## src/rtl/bfsa_pkg.sv

```systemverilog
`timescale 1ns / 1ps
package bfsa_pkg;

	// Configuration register indexes.
	localparam logic [2:0] CFG_SPT  = 3'd0;
	localparam logic [2:0] CFG_SPC  = 3'd1;
	localparam logic [2:0] CFG_SPB  = 3'd2;
	localparam logic [2:0] CFG_TOFS = 3'd3;
	localparam logic [2:0] CFG_SSZ  = 3'd4;
	localparam logic [2:0] CFG_VOL  = 3'd5;
	localparam logic [2:0] CFG_MODE = 3'd6;

	// Reset values of the registers.
	localparam logic [5:0]  RST_SPT  = 6'd26;
	localparam logic [6:0]  RST_SPC  = 7'd26;
	localparam logic [3:0]  RST_SPB  = 4'd4;
	localparam logic [2:0]  RST_TOFS = 3'd2;
	localparam logic [1:0]  RST_SSZ  = 2'd0;
	localparam logic [11:0] RST_VOL  = 12'd1950;
	localparam logic [3:0]  RST_MODE = 4'd0;

	localparam int MAX_BLOCK_DEF = 3000;
	localparam int MID_DEPTH = 4;
	localparam int OUT_DEPTH = 2;

	// Mode register bits.
	localparam int MODE_DSIDE = 0;
	localparam int MODE_ALT   = 1;
	localparam int MODE_ONE   = 2;
	localparam int MODE_WP    = 3;

	localparam logic [1:0] SSZ_1K = 2'd3;

	localparam logic [1:0] ST_OK    = 2'd0;
	localparam logic [1:0] ST_RANGE = 2'd1;
	localparam logic [1:0] ST_WPROT = 2'd2;

	localparam logic [9:0]  HALF_K  = 10'd512;
	localparam logic [10:0] BASE_SZ = 11'd128;
	localparam logic [7:0]  SIDE_BIT = 8'h80;

	// Classified item between the front and the back.
	typedef struct packed {
		logic [15:0] sec;
		logic [10:0] len;
		logic        odd;
		logic        part;
		logic [1:0]  status;
		logic [2:0]  drive;
	} mid_t;

	// Finished result.
	typedef struct packed {
		logic [7:0]  track;
		logic [7:0]  sector_code;
		logic [2:0]  drive;
		logic [9:0]  byte_offset;
		logic [10:0] transfer_length;
		logic        partial;
		logic [1:0]  status;
	} res_t;

endpackage

```

## src/rtl/bfsa_fifo.sv

```systemverilog
`timescale 1ns / 1ps
module bfsa_fifo #(
	parameter int WIDTH = 8,
	parameter int DEPTH = 2
) (
	input  logic             clk,
	input  logic             arst_n,
	input  logic             push,
	input  logic [WIDTH-1:0] wdata,
	output logic             full,
	input  logic             pop,
	output logic [WIDTH-1:0] rdata,
	output logic             empty
);
	localparam int PW = (DEPTH > 1) ? $clog2(DEPTH) : 1;
	localparam int CW = $clog2(DEPTH + 1);

	logic [WIDTH-1:0] mem_q [DEPTH];
	logic [PW-1:0] wr_q, rd_q;
	logic [CW-1:0] cnt_q;
	logic do_push, do_pop;

	assign full  = (cnt_q == CW'(DEPTH));
	assign empty = (cnt_q == '0);
	assign do_push = push && !full;
	assign do_pop  = pop && !empty;
	assign rdata = mem_q[rd_q];

	always_ff @(posedge clk) begin
		if (do_push) mem_q[wr_q] <= wdata;
	end

	always_ff @(posedge clk or negedge arst_n) begin
		if (!arst_n) begin
			wr_q <= '0;
			rd_q <= '0;
			cnt_q <= '0;
		end else begin
			if (do_push) wr_q <= (wr_q == PW'(DEPTH - 1)) ? '0 : wr_q + 1'b1;
			if (do_pop) rd_q <= (rd_q == PW'(DEPTH - 1)) ? '0 : rd_q + 1'b1;
			if (do_push && !do_pop) cnt_q <= cnt_q + 1'b1;
			else if (do_pop && !do_push) cnt_q <= cnt_q - 1'b1;
		end
	end

	a_cnt_range: assert property (@(posedge clk) disable iff (!arst_n)
		cnt_q <= CW'(DEPTH)) else $error("fifo count past depth");
	a_push_fill: assert property (@(posedge clk) disable iff (!arst_n)
		do_push && !do_pop |=> !empty) else $error("push left fifo empty");
	a_pop_drain: assert property (@(posedge clk) disable iff (!arst_n)
		do_pop && !do_push |=> !full) else $error("pop left fifo full");

endmodule

```

## src/rtl/bfsa_front.sv

```systemverilog
`timescale 1ns / 1ps
module bfsa_front #(
	parameter int MAX_BLOCK = bfsa_pkg::MAX_BLOCK_DEF
) (
	input  logic [11:0]       block_number,
	input  logic [15:0]       byte_count,
	input  logic              is_write,
	input  logic [2:0]        drive,
	input  logic [3:0]        spb,
	input  logic [1:0]        ssz,
	input  logic [11:0]       vol,
	input  logic [3:0]        mode,
	output bfsa_pkg::mid_t    item
);
	import bfsa_pkg::*;

	logic [10:0] bps;
	logic [10:0] len;
	logic [15:0] sec;
	logic        odd;
	logic [1:0]  status;

	always_comb begin
		bps = BASE_SZ << ssz;
		len = ({5'd0, bps} > byte_count) ? byte_count[10:0] : bps;
		odd = 1'b0;
		if (ssz == SSZ_1K) begin
			sec = {5'd0, block_number[11:1]};
			odd = block_number[0];
			if (odd && len > {1'b0, HALF_K}) len = {1'b0, HALF_K};
		end else begin
			sec = 16'(block_number * spb);
		end

		if (block_number > 12'(MAX_BLOCK)) status = ST_RANGE;
		else if (is_write && mode[MODE_WP]) status = ST_WPROT;
		else if (sec >= {4'd0, vol}) status = ST_RANGE;
		else status = ST_OK;

		item.sec    = sec;
		item.drive  = drive;
		item.status = status;
		if (status == ST_OK) begin
			item.len  = len;
			item.odd  = odd;
			item.part = odd || ({5'd0, bps} > byte_count);
		end else begin
			item.len  = '0;
			item.odd  = 1'b0;
			item.part = 1'b0;
		end
	end

endmodule

```

## src/rtl/bfsa_back.sv

```systemverilog
`timescale 1ns / 1ps
module bfsa_back (
	input  logic           clk,
	input  logic           arst_n,
	input  logic           en,
	input  logic           in_valid,
	input  bfsa_pkg::mid_t in_item,
	input  logic [5:0]     spt,
	input  logic [6:0]     spc,
	input  logic [2:0]     tofs,
	input  logic [3:0]     mode,
	output logic           out_valid,
	output bfsa_pkg::res_t out_res
);
	import bfsa_pkg::*;

	localparam int NSTEP = 16;

	typedef struct packed {
		logic [15:0] num;
		logic [6:0]  rem;
	} lane_t;

	typedef struct packed {
		mid_t  m;
		lane_t cyl;
		lane_t trk;
	} div_t;

	function automatic lane_t div_step(lane_t a, logic [6:0] d);
		logic [7:0] t;
		lane_t r;
		t = {a.rem, a.num[15]};
		if (t >= {1'b0, d}) begin
			r.rem = 7'(t - {1'b0, d});
			r.num = {a.num[14:0], 1'b1};
		end else begin
			r.rem = t[6:0];
			r.num = {a.num[14:0], 1'b0};
		end
		return r;
	endfunction

	div_t div_q [NSTEP+1];
	logic [NSTEP:0] vld_q;

	always_ff @(posedge clk) begin
		if (en) begin
			div_q[0].m <= in_item;
			div_q[0].cyl <= '{num: in_item.sec, rem: '0};
			div_q[0].trk <= '{num: in_item.sec, rem: '0};
			for (int k = 0; k < NSTEP; k++) begin
				div_q[k+1].m <= div_q[k].m;
				div_q[k+1].cyl <= div_step(div_q[k].cyl, spc);
				div_q[k+1].trk <= div_step(div_q[k].trk, {1'b0, spt});
			end
		end
	end

	always_ff @(posedge clk or negedge arst_n) begin
		if (!arst_n) begin
			vld_q <= '0;
		end else if (en) begin
			vld_q <= {vld_q[NSTEP-1:0], in_valid};
		end
	end

	div_t   fin;
	logic [7:0] sc;
	logic [7:0] sa;

	always_comb begin
		fin = div_q[NSTEP];
		sc = {1'b0, fin.trk.rem};
		if (mode[MODE_ALT]) begin
			sa = {fin.trk.rem, 1'b0};
			if (!spt[0] && sa >= {2'd0, spt}) sa = sa + 8'd1;
			if (sa >= {2'd0, spt}) sa = sa - {2'd0, spt};
			sc = sa;
		end else begin
			sa = '0;
		end
		if (mode[MODE_ONE]) sc = sc + 8'd1;
		if (mode[MODE_DSIDE] && fin.cyl.rem >= {1'b0, spt}) sc = sc | SIDE_BIT;

		out_res.drive = fin.m.drive;
		out_res.status = fin.m.status;
		out_res.transfer_length = fin.m.len;
		out_res.partial = fin.m.part;
		out_res.byte_offset = fin.m.odd ? HALF_K : '0;
		if (fin.m.status == ST_OK) begin
			out_res.track = fin.cyl.num[7:0] + {5'd0, tofs};
			out_res.sector_code = sc;
		end else begin
			out_res.track = '0;
			out_res.sector_code = '0;
		end
	end

	assign out_valid = vld_q[NSTEP];

	a_hold: assert property (@(posedge clk) disable iff (!arst_n)
		!en |=> vld_q == $past(vld_q)) else $error("pipeline moved while held");
	a_adv: assert property (@(posedge clk) disable iff (!arst_n)
		en && vld_q[0] |=> vld_q[1]) else $error("item lost in divider");
	a_err_zero: assert property (@(posedge clk) disable iff (!arst_n)
		out_valid && out_res.status != ST_OK |-> out_res.track == '0 &&
		out_res.sector_code == '0) else $error("error result carries address");

endmodule

```

## src/rtl/block_to_floppy_sector_address.sv

```systemverilog
`timescale 1ns / 1ps
// Floppy block-to-sector translator. Each item pushed in is a file system block request; one
// result item comes out per request, in order, giving the track, the sector on the track (bit 7
// marks the second side), the byte offset and length of the first transfer, and a status. The
// front classifies a request in the cycle it is pushed (sector number, length, range and write
// protect checks) into a four-entry queue. The back runs two 16-stage restoring dividers side by
// side, one bit per stage, for the sector over sectors per cylinder and sectors per track, and
// then applies interleave, origin and side. One item enters the divider per cycle while the
// output queue has room; a request passes through the input queue, the divider's load register
// and its 16 step stages into the output queue. The divider pipeline advances only while the
// two-entry output queue has room, so when results are held back the pipeline stops. While the
// output queue is full the pipeline waits even if a result is popped, and moves once the pop
// has freed an entry. Geometry registers may be written only while no request is in flight.
module block_to_floppy_sector_address #(
	parameter int MAX_BLOCK = bfsa_pkg::MAX_BLOCK_DEF
) (
	input  logic        clk,
	input  logic        arst_n,
	input  logic        cfg_we,
	input  logic [2:0]  cfg_index,
	input  logic [11:0] cfg_data,
	input  logic        push,
	output logic        full,
	input  logic [11:0] block_number,
	input  logic [15:0] byte_count,
	input  logic        is_write,
	input  logic [2:0]  drive,
	input  logic        pop,
	output logic        empty,
	output logic [7:0]  track,
	output logic [7:0]  sector_code,
	output logic [2:0]  drive_out,
	output logic [9:0]  byte_offset,
	output logic [10:0] transfer_length,
	output logic        partial,
	output logic [1:0]  status
);
	import bfsa_pkg::*;

	// Geometry registers.
	logic [5:0]  spt_q;
	logic [6:0]  spc_q;
	logic [3:0]  spb_q;
	logic [2:0]  tofs_q;
	logic [1:0]  ssz_q;
	logic [11:0] vol_q;
	logic [3:0]  mode_q;

	always_ff @(posedge clk or negedge arst_n) begin
		if (!arst_n) begin
			spt_q  <= RST_SPT;
			spc_q  <= RST_SPC;
			spb_q  <= RST_SPB;
			tofs_q <= RST_TOFS;
			ssz_q  <= RST_SSZ;
			vol_q  <= RST_VOL;
			mode_q <= RST_MODE;
		end else if (cfg_we) begin
			case (cfg_index)
				CFG_SPT:  spt_q  <= cfg_data[5:0];
				CFG_SPC:  spc_q  <= cfg_data[6:0];
				CFG_SPB:  spb_q  <= cfg_data[3:0];
				CFG_TOFS: tofs_q <= cfg_data[2:0];
				CFG_SSZ:  ssz_q  <= cfg_data[1:0];
				CFG_VOL:  vol_q  <= cfg_data;
				CFG_MODE: mode_q <= cfg_data[3:0];
				default: ;
			endcase
		end
	end

	// A zero divisor is treated as one.
	logic [5:0] spt_eff;
	logic [6:0] spc_eff;
	assign spt_eff = (spt_q == '0) ? 6'd1 : spt_q;
	assign spc_eff = (spc_q == '0) ? 7'd1 : spc_q;

	mid_t front_item;
	mid_t mid_item;
	logic mid_empty;
	logic en;
	logic out_full;
	logic back_valid;
	res_t back_res;
	res_t out_res;

	bfsa_front #(.MAX_BLOCK(MAX_BLOCK)) u_front (
		.block_number(block_number),
		.byte_count(byte_count),
		.is_write(is_write),
		.drive(drive),
		.spb(spb_q),
		.ssz(ssz_q),
		.vol(vol_q),
		.mode(mode_q),
		.item(front_item)
	);

	bfsa_fifo #(.WIDTH($bits(mid_t)), .DEPTH(MID_DEPTH)) u_mid (
		.clk(clk),
		.arst_n(arst_n),
		.push(push),
		.wdata(front_item),
		.full(full),
		.pop(en),
		.rdata(mid_item),
		.empty(mid_empty)
	);

	// The divider pipeline moves whenever the output queue has room for its last stage.
	assign en = !out_full;

	bfsa_back u_back (
		.clk(clk),
		.arst_n(arst_n),
		.en(en),
		.in_valid(!mid_empty),
		.in_item(mid_item),
		.spt(spt_eff),
		.spc(spc_eff),
		.tofs(tofs_q),
		.mode(mode_q),
		.out_valid(back_valid),
		.out_res(back_res)
	);

	bfsa_fifo #(.WIDTH($bits(res_t)), .DEPTH(OUT_DEPTH)) u_out (
		.clk(clk),
		.arst_n(arst_n),
		.push(en && back_valid),
		.wdata(back_res),
		.full(out_full),
		.pop(pop),
		.rdata(out_res),
		.empty(empty)
	);

	assign track           = out_res.track;
	assign sector_code     = out_res.sector_code;
	assign drive_out       = out_res.drive;
	assign byte_offset     = out_res.byte_offset;
	assign transfer_length = out_res.transfer_length;
	assign partial         = out_res.partial;
	assign status          = out_res.status;

endmodule
```

## config.mk

```make
export PLATFORM = sky130hd
export DESIGN_NAME = block_to_floppy_sector_address
export DESIGN_NICKNAME = d
export VERILOG_FILES = /design/src/rtl/bfsa_pkg.sv /design/src/rtl/bfsa_fifo.sv /design/src/rtl/bfsa_front.sv /design/src/rtl/bfsa_back.sv /design/src/rtl/block_to_floppy_sector_address.sv
export SDC_FILE = /design/constraint.sdc
export NUM_CORES = 2
export LEC_CHECK = 0
export BUFFER_PORTS_ARGS = -buffer_cell sky130_fd_sc_hd__buf_2
export CAP_MARGIN = 10
export CORE_MARGIN = 2
export CORE_UTILIZATION = 45
export CTS_BUF_LIST = sky130_fd_sc_hd__clkbuf_16
export CTS_CLUSTER_DIAMETER = 30
export DETAILED_ROUTE_END_ITERATION = 7
export GPL_TIMING_DRIVEN = 1
export HOLD_SLACK_MARGIN = 0.15
export PLACE_DENSITY = 0.61
export SYNTH_ARGS = -nofsm -noshare
export SYNTH_HDL_FRONTEND = slang
export SYNTH_HIERARCHICAL = 1
export SYNTH_SLANG_ARGS = --single-unit
```

## constraint.sdc

```tcl
create_clock -name clk -period 23.9 [get_ports clk]
set_input_delay 2.39 -clock clk [delete_from_list [all_inputs] [get_ports clk]]
set_output_delay 2.39 -clock clk [all_outputs]
set_load 0.005 [all_outputs]
```

==> results <==
- The run finished with clean final reports.
- The initial antenna violation count is 2.
- Synthesis instantiated 93 different standard cells from the library.
- The worst setup path is captured at a register.
- The count of yosys warnings during synthesis is 6.
- The full die area is 103,000 µm².
- For this block, the routed nets add up to 83.5 mm of wire.
- For this run, the total global-route usage over all layers was measured as 16.5%.
- Summing over every cut layer, the via total after detailed routing is 25.2k.
- After clock tree synthesis, the repair step resized 0 gates.
- The maximum number of pins on one net before global-route repair is 187.
- Summed over all nets, the switching power comes to 2.91 mW.
- Summing the sequential cell areas from Yosys gives 64.8% of the chip area.
- The proportion of power drawn by flip-flops and latches is 38.8%.
- The worst voltage drop across the vdd grid is 0.121 mV.
- The longest clock path from root to sink contains 3 buffers.
- The achievable clock frequency is 0.132 GHz.
- The final net count is 3,700.
- The area added between synthesis and finish is 18.7%.
- The cts-stage hold buffer count is 0.
- Routability-driven placement finished with a final weighted congestion of 0.839.
- The start-to-end type of the worst setup path is in -> reg.
- CTS saw 990 sinks.
- Along the worst path, the maximum fanout reaches 13.
- Once the floorplan was initialized, standard cells occupied 45.4% of the core.
- The total number of placement rows is 116.
- For this design the top-level I/O count stands at 97.
- After the first detailed-routing iteration, the DRC count stood at 1,503.
- The type of origin of the critical path is an input pin.
- The share of the clock period used by the worst path after layout is 31.8%.
- The type of the tightest min-delay check is reg -> reg.
- The standard cell core area is 100,000 µm².
- The number of violations of the max-capacitance limit is 0.
- Power spread over the standard cell area amounts to 170 nW/µm².
- The number of buffers added by the clock tree synthesis step is 188.
- The clock tree from TritonCTS is done.
- The internal power is 6.23 mW.
- Headroom to the max-slew limit came out at 23.2%.
- The number of nets with antenna violations after detailed routing is 0.
- Of the cells placed in the final design, the portion with a size suffix greater than 1 is 18.6%.
- For this run, the detailed router's first-pass iteration total came to 5.
- The die extent in x is 322 µm.
- The buffers inserted during post-CTS setup optimization is 0.
- The final-report setup violation count is 0.
- The final critical delay including setup and external delays is 7600 ps.
- Summing internal, switching and leakage power gives 9.14 mW.
- The first-pass GRT wire length is 135 mm.
- For this run, the leading register cell type out of synthesis is sky130_fd_sc_hd__edfxtp_1.
- The number of slew-limit violations in the final report is 0.
- The later pin in the worst-skew pair is clocked with a latency of 780 ps.
- The number of enable-type register cells in the synthesized netlist is 924.
- The count of port buffers added during placement is 96.
- Clock-pin slew was measured on the worst setup and hold paths at 50 ps.
- Net switching is 31.9% of the power.
- At the pin with the least slew margin, the transition time is 1150 ps.
- The total count of hold-check failures in the final report is 0.
- The number of register bits inferred by synthesis is 990.
- The endpoint arrival time on the critical path is 8080 ps.
- Timing analysis after detailed placement gives a worst setup slack of 15,530 ps.
- Data on the critical path is required at its endpoint by 24,370 ps.
- The average footprint of a synthesized cell is 14.6 µm².
- The clock network burns 29.3% of the power.
- Summed over all layers, the global routing overflow is 0.
- Dividing the detail-routed wire length by the instance count gives 17.4 µm.
- Summed over all cells, the static leakage comes to 21.2 nW.
- After synthesis the cells add up to 45,400 µm².
- Once routing completed, OpenROAD measured the worst setup slack at 16,300 ps.
- In the synthesized netlist the async set-or-reset flop fraction comes to 6.67%.
- The H-tree was split into 4 levels.
- 0 antenna diodes ended up in the layout.
- The summed negative setup slack over all endpoints is 0 ps.
- For this run, design rule violations remaining after detail routing come to 0.
- The tree is rooted in a sky130_fd_sc_hd__clkbuf_16.
- The gate count after technology mapping is 3,105.
- The post-route clock skew is 77.9 ps.
- The number of global-route vias before repair came to 26.0k.
- Detailed placement ended at an HPWL of 53.8 mm.
- Setup repair after global routing left no endpoint under its margin.
- Combinational logic is responsible for 31.9% of the overall power.
- Dividing the detail-routed via count by the number of cells gives 5.25.
- The floorplan step set the die height to 322 µm.
==> worst paths after layout <==
| check | startpoint | to | slack [ps] | cells past startpoint |
|---|---|---|---|---|
| max | block_number[2] | u_mid/mem_q[3][7] | 16300 | 20 |
| min | u_back/div_q[3][54] | u_back/div_q[4][54] | 400 | 0 |
| max reg2reg | spb_q[2] | u_mid/mem_q[3][7] | 17460 | 19 |
| min reg2reg | u_back/div_q[3][54] | u_back/div_q[4][54] | 400 | 0 |
| max in group asynchronous | arst_n | u_out/rd_q | 21410 | 1 |
| min in group asynchronous | arst_n | spb_q[0] | 1790 | 1 |
==> synth_stat cells (6+ instances only) <==
cell / instances / area, µm²
sky130_fd_sc_hd__a21boi_0: 15 / 113
sky130_fd_sc_hd__a21o_1: 80 / 601
sky130_fd_sc_hd__a21oi_1: 143 / 716
sky130_fd_sc_hd__a311oi_1: 8 / 70.1
sky130_fd_sc_hd__a31oi_1: 14 / 87.6
sky130_fd_sc_hd__and2_1: 42 / 263
sky130_fd_sc_hd__and3_1: 6 / 37.5
sky130_fd_sc_hd__and4_1: 8 / 70.1
sky130_fd_sc_hd__buf_2: 6 / 30.0
sky130_fd_sc_hd__buf_4: 34 / 255
sky130_fd_sc_hd__clkbuf_1: 49 / 184
sky130_fd_sc_hd__dfrtp_1: 50 / 1250
sky130_fd_sc_hd__dfstp_2: 16 / 420
sky130_fd_sc_hd__edfxtp_1: 924 / 27700
sky130_fd_sc_hd__fa_1: 53 / 1060
sky130_fd_sc_hd__ha_1: 258 / 3230
sky130_fd_sc_hd__inv_1: 161 / 604
sky130_fd_sc_hd__mux2_2: 80 / 901
sky130_fd_sc_hd__mux2_4: 41 / 616
sky130_fd_sc_hd__mux2i_1: 16 / 160
sky130_fd_sc_hd__mux4_2: 34 / 766
sky130_fd_sc_hd__nand2_1: 174 / 653
sky130_fd_sc_hd__nand2b_1: 57 / 357
sky130_fd_sc_hd__nand3_1: 27 / 135
sky130_fd_sc_hd__nand4_1: 31 / 194
sky130_fd_sc_hd__nor2_1: 178 / 668
sky130_fd_sc_hd__nor2b_1: 73 / 457
sky130_fd_sc_hd__nor3_1: 25 / 125
sky130_fd_sc_hd__nor4_1: 24 / 150
sky130_fd_sc_hd__o21a_1: 10 / 75.1
sky130_fd_sc_hd__o21ai_0: 206 / 1030
sky130_fd_sc_hd__o31ai_1: 13 / 97.6
sky130_fd_sc_hd__xnor2_1: 70 / 613
sky130_fd_sc_hd__xor2_1: 77 / 674
==> per-stage QoR <==
step           cells  area, µm²  hold WS [ps]  utilization [%]
2_1_floorplan   3113      45400           400                -
3_3_place_gp    4445      47300           400             47.3
3_5_place_dp    4445      47300           405             47.3
4_1_cts         4792      53900           399             53.9
5_1_grt         4792      53900           404             53.9
6_report        4792      53900           402             53.9
==> sequential cells by signal, summed over array words and instances, names as in the netlist, 4 cells and up <==
name and count:
spb_q 4, u_mid/mem_q 136, mode_q 4, u_out/mem_q 86
u_back/div_q 702, spc_q 7, vol_q 12, spt_q 6
u_back/vld_q 17
==> final cells by class <==
cell class | count | area, µm²
clock buffer | 190 | 4750
clock inverter | 157 | 1890
timing repair buffer | 131 | 771
multi-input combinational | 1860 | 14800
fill | 7989 | 46100
tap | 1298 | 1620
sequential | 990 | 29400
inverter | 166 | 631
==> placed cells by master (no fill, tap or decap), drive strengths merged, types with 9 or more instances in the layout <==
| cell | synthesis | routed |
|---|---|---|
| a21boi | 16 | 16 |
| a21o | 80 | 80 |
| a21oi | 143 | 143 |
| a31oi | 15 | 15 |
| and2 | 44 | 44 |
| buf | 48 | 131 |
| bufinv | 0 | 31 |
| clkbuf | 49 | 190 |
| clkinv | 5 | 76 |
| clkinvlp | 0 | 19 |
| conb | 1 | 9 |
| dfrtp | 50 | 50 |
| dfstp | 16 | 16 |
| edfxtp | 924 | 924 |
| fa | 53 | 53 |
| ha | 258 | 258 |
| inv | 161 | 197 |
| mux2 | 121 | 121 |
| mux2i | 16 | 16 |
| mux4 | 34 | 34 |
| nand2 | 174 | 174 |
| nand2b | 58 | 58 |
| nand3 | 28 | 28 |
| nand4 | 31 | 31 |
| nor2 | 178 | 178 |
| nor2b | 74 | 74 |
| nor3 | 26 | 26 |
| nor4 | 25 | 25 |
| o21a | 10 | 10 |
| o21ai | 210 | 210 |
| o31ai | 16 | 16 |
| xnor2 | 70 | 70 |
| xor2 | 77 | 77 |
==> critical path, stage by stage <==
cell,delay (ps)
sky130_fd_sc_hd__buf_2,130
sky130_fd_sc_hd__and2_1,170
sky130_fd_sc_hd__fa_1,530
sky130_fd_sc_hd__inv_1,50
sky130_fd_sc_hd__fa_1,530
sky130_fd_sc_hd__inv_1,40
sky130_fd_sc_hd__ha_1,340
sky130_fd_sc_hd__and2_1,200
sky130_fd_sc_hd__a221oi_1,420
sky130_fd_sc_hd__nand2_1,180
sky130_fd_sc_hd__a21o_1,210
sky130_fd_sc_hd__a21oi_1,180
sky130_fd_sc_hd__xor2_1,90
sky130_fd_sc_hd__o21ai_0,470
sky130_fd_sc_hd__ha_1,360
sky130_fd_sc_hd__a21oi_1,160
sky130_fd_sc_hd__o21ai_0,110
sky130_fd_sc_hd__nand3b_1,190
sky130_fd_sc_hd__or4_4,650
sky130_fd_sc_hd__nor4_1,650
==> logic make-up after synthesis <==
| kind of cell | count (synthesis) | synth area share (%) |
|---|---|---|
| compound gates | 535 | 7.12 |
| xor+xnor | 147 | 2.84 |
| fa+ha+maj | 311 | 9.44 |
| buf+inv | 263 | 2.68 |
| flops | 990 | 64.8 |
| mux | 171 | 5.38 |
| other cells | 1 | 0.00826 |
| simple gates | 687 | 7.75 |
==> metal layers <==
layer / wire [µm] / global-route usage [%] / up-vias / part of all wire (%)
met4: 2000 / 6.05 / 0 / 2.4
li1: - / - / 12100 / -
met1: 36800 / 21.3 / 12400 / 44
met3: 3960 / 3.61 / 155 / 4.7
met2: 40700 / 27.3 / 557 / 49
met5: 0 / 0 / - / 0
==> power groups by stage <==
stage	registers (mW)	clock network, mW	logic, mW
after detailed placement	3.58	0	2.92
after global placement	3.53	0	2.82
after global routing	3.64	2.82	3.30
final	3.55	2.68	2.91
after floorplan	3.78	0	2.28
after CTS	3.56	2.73	2.94
(Power assumes the default switching activity.)
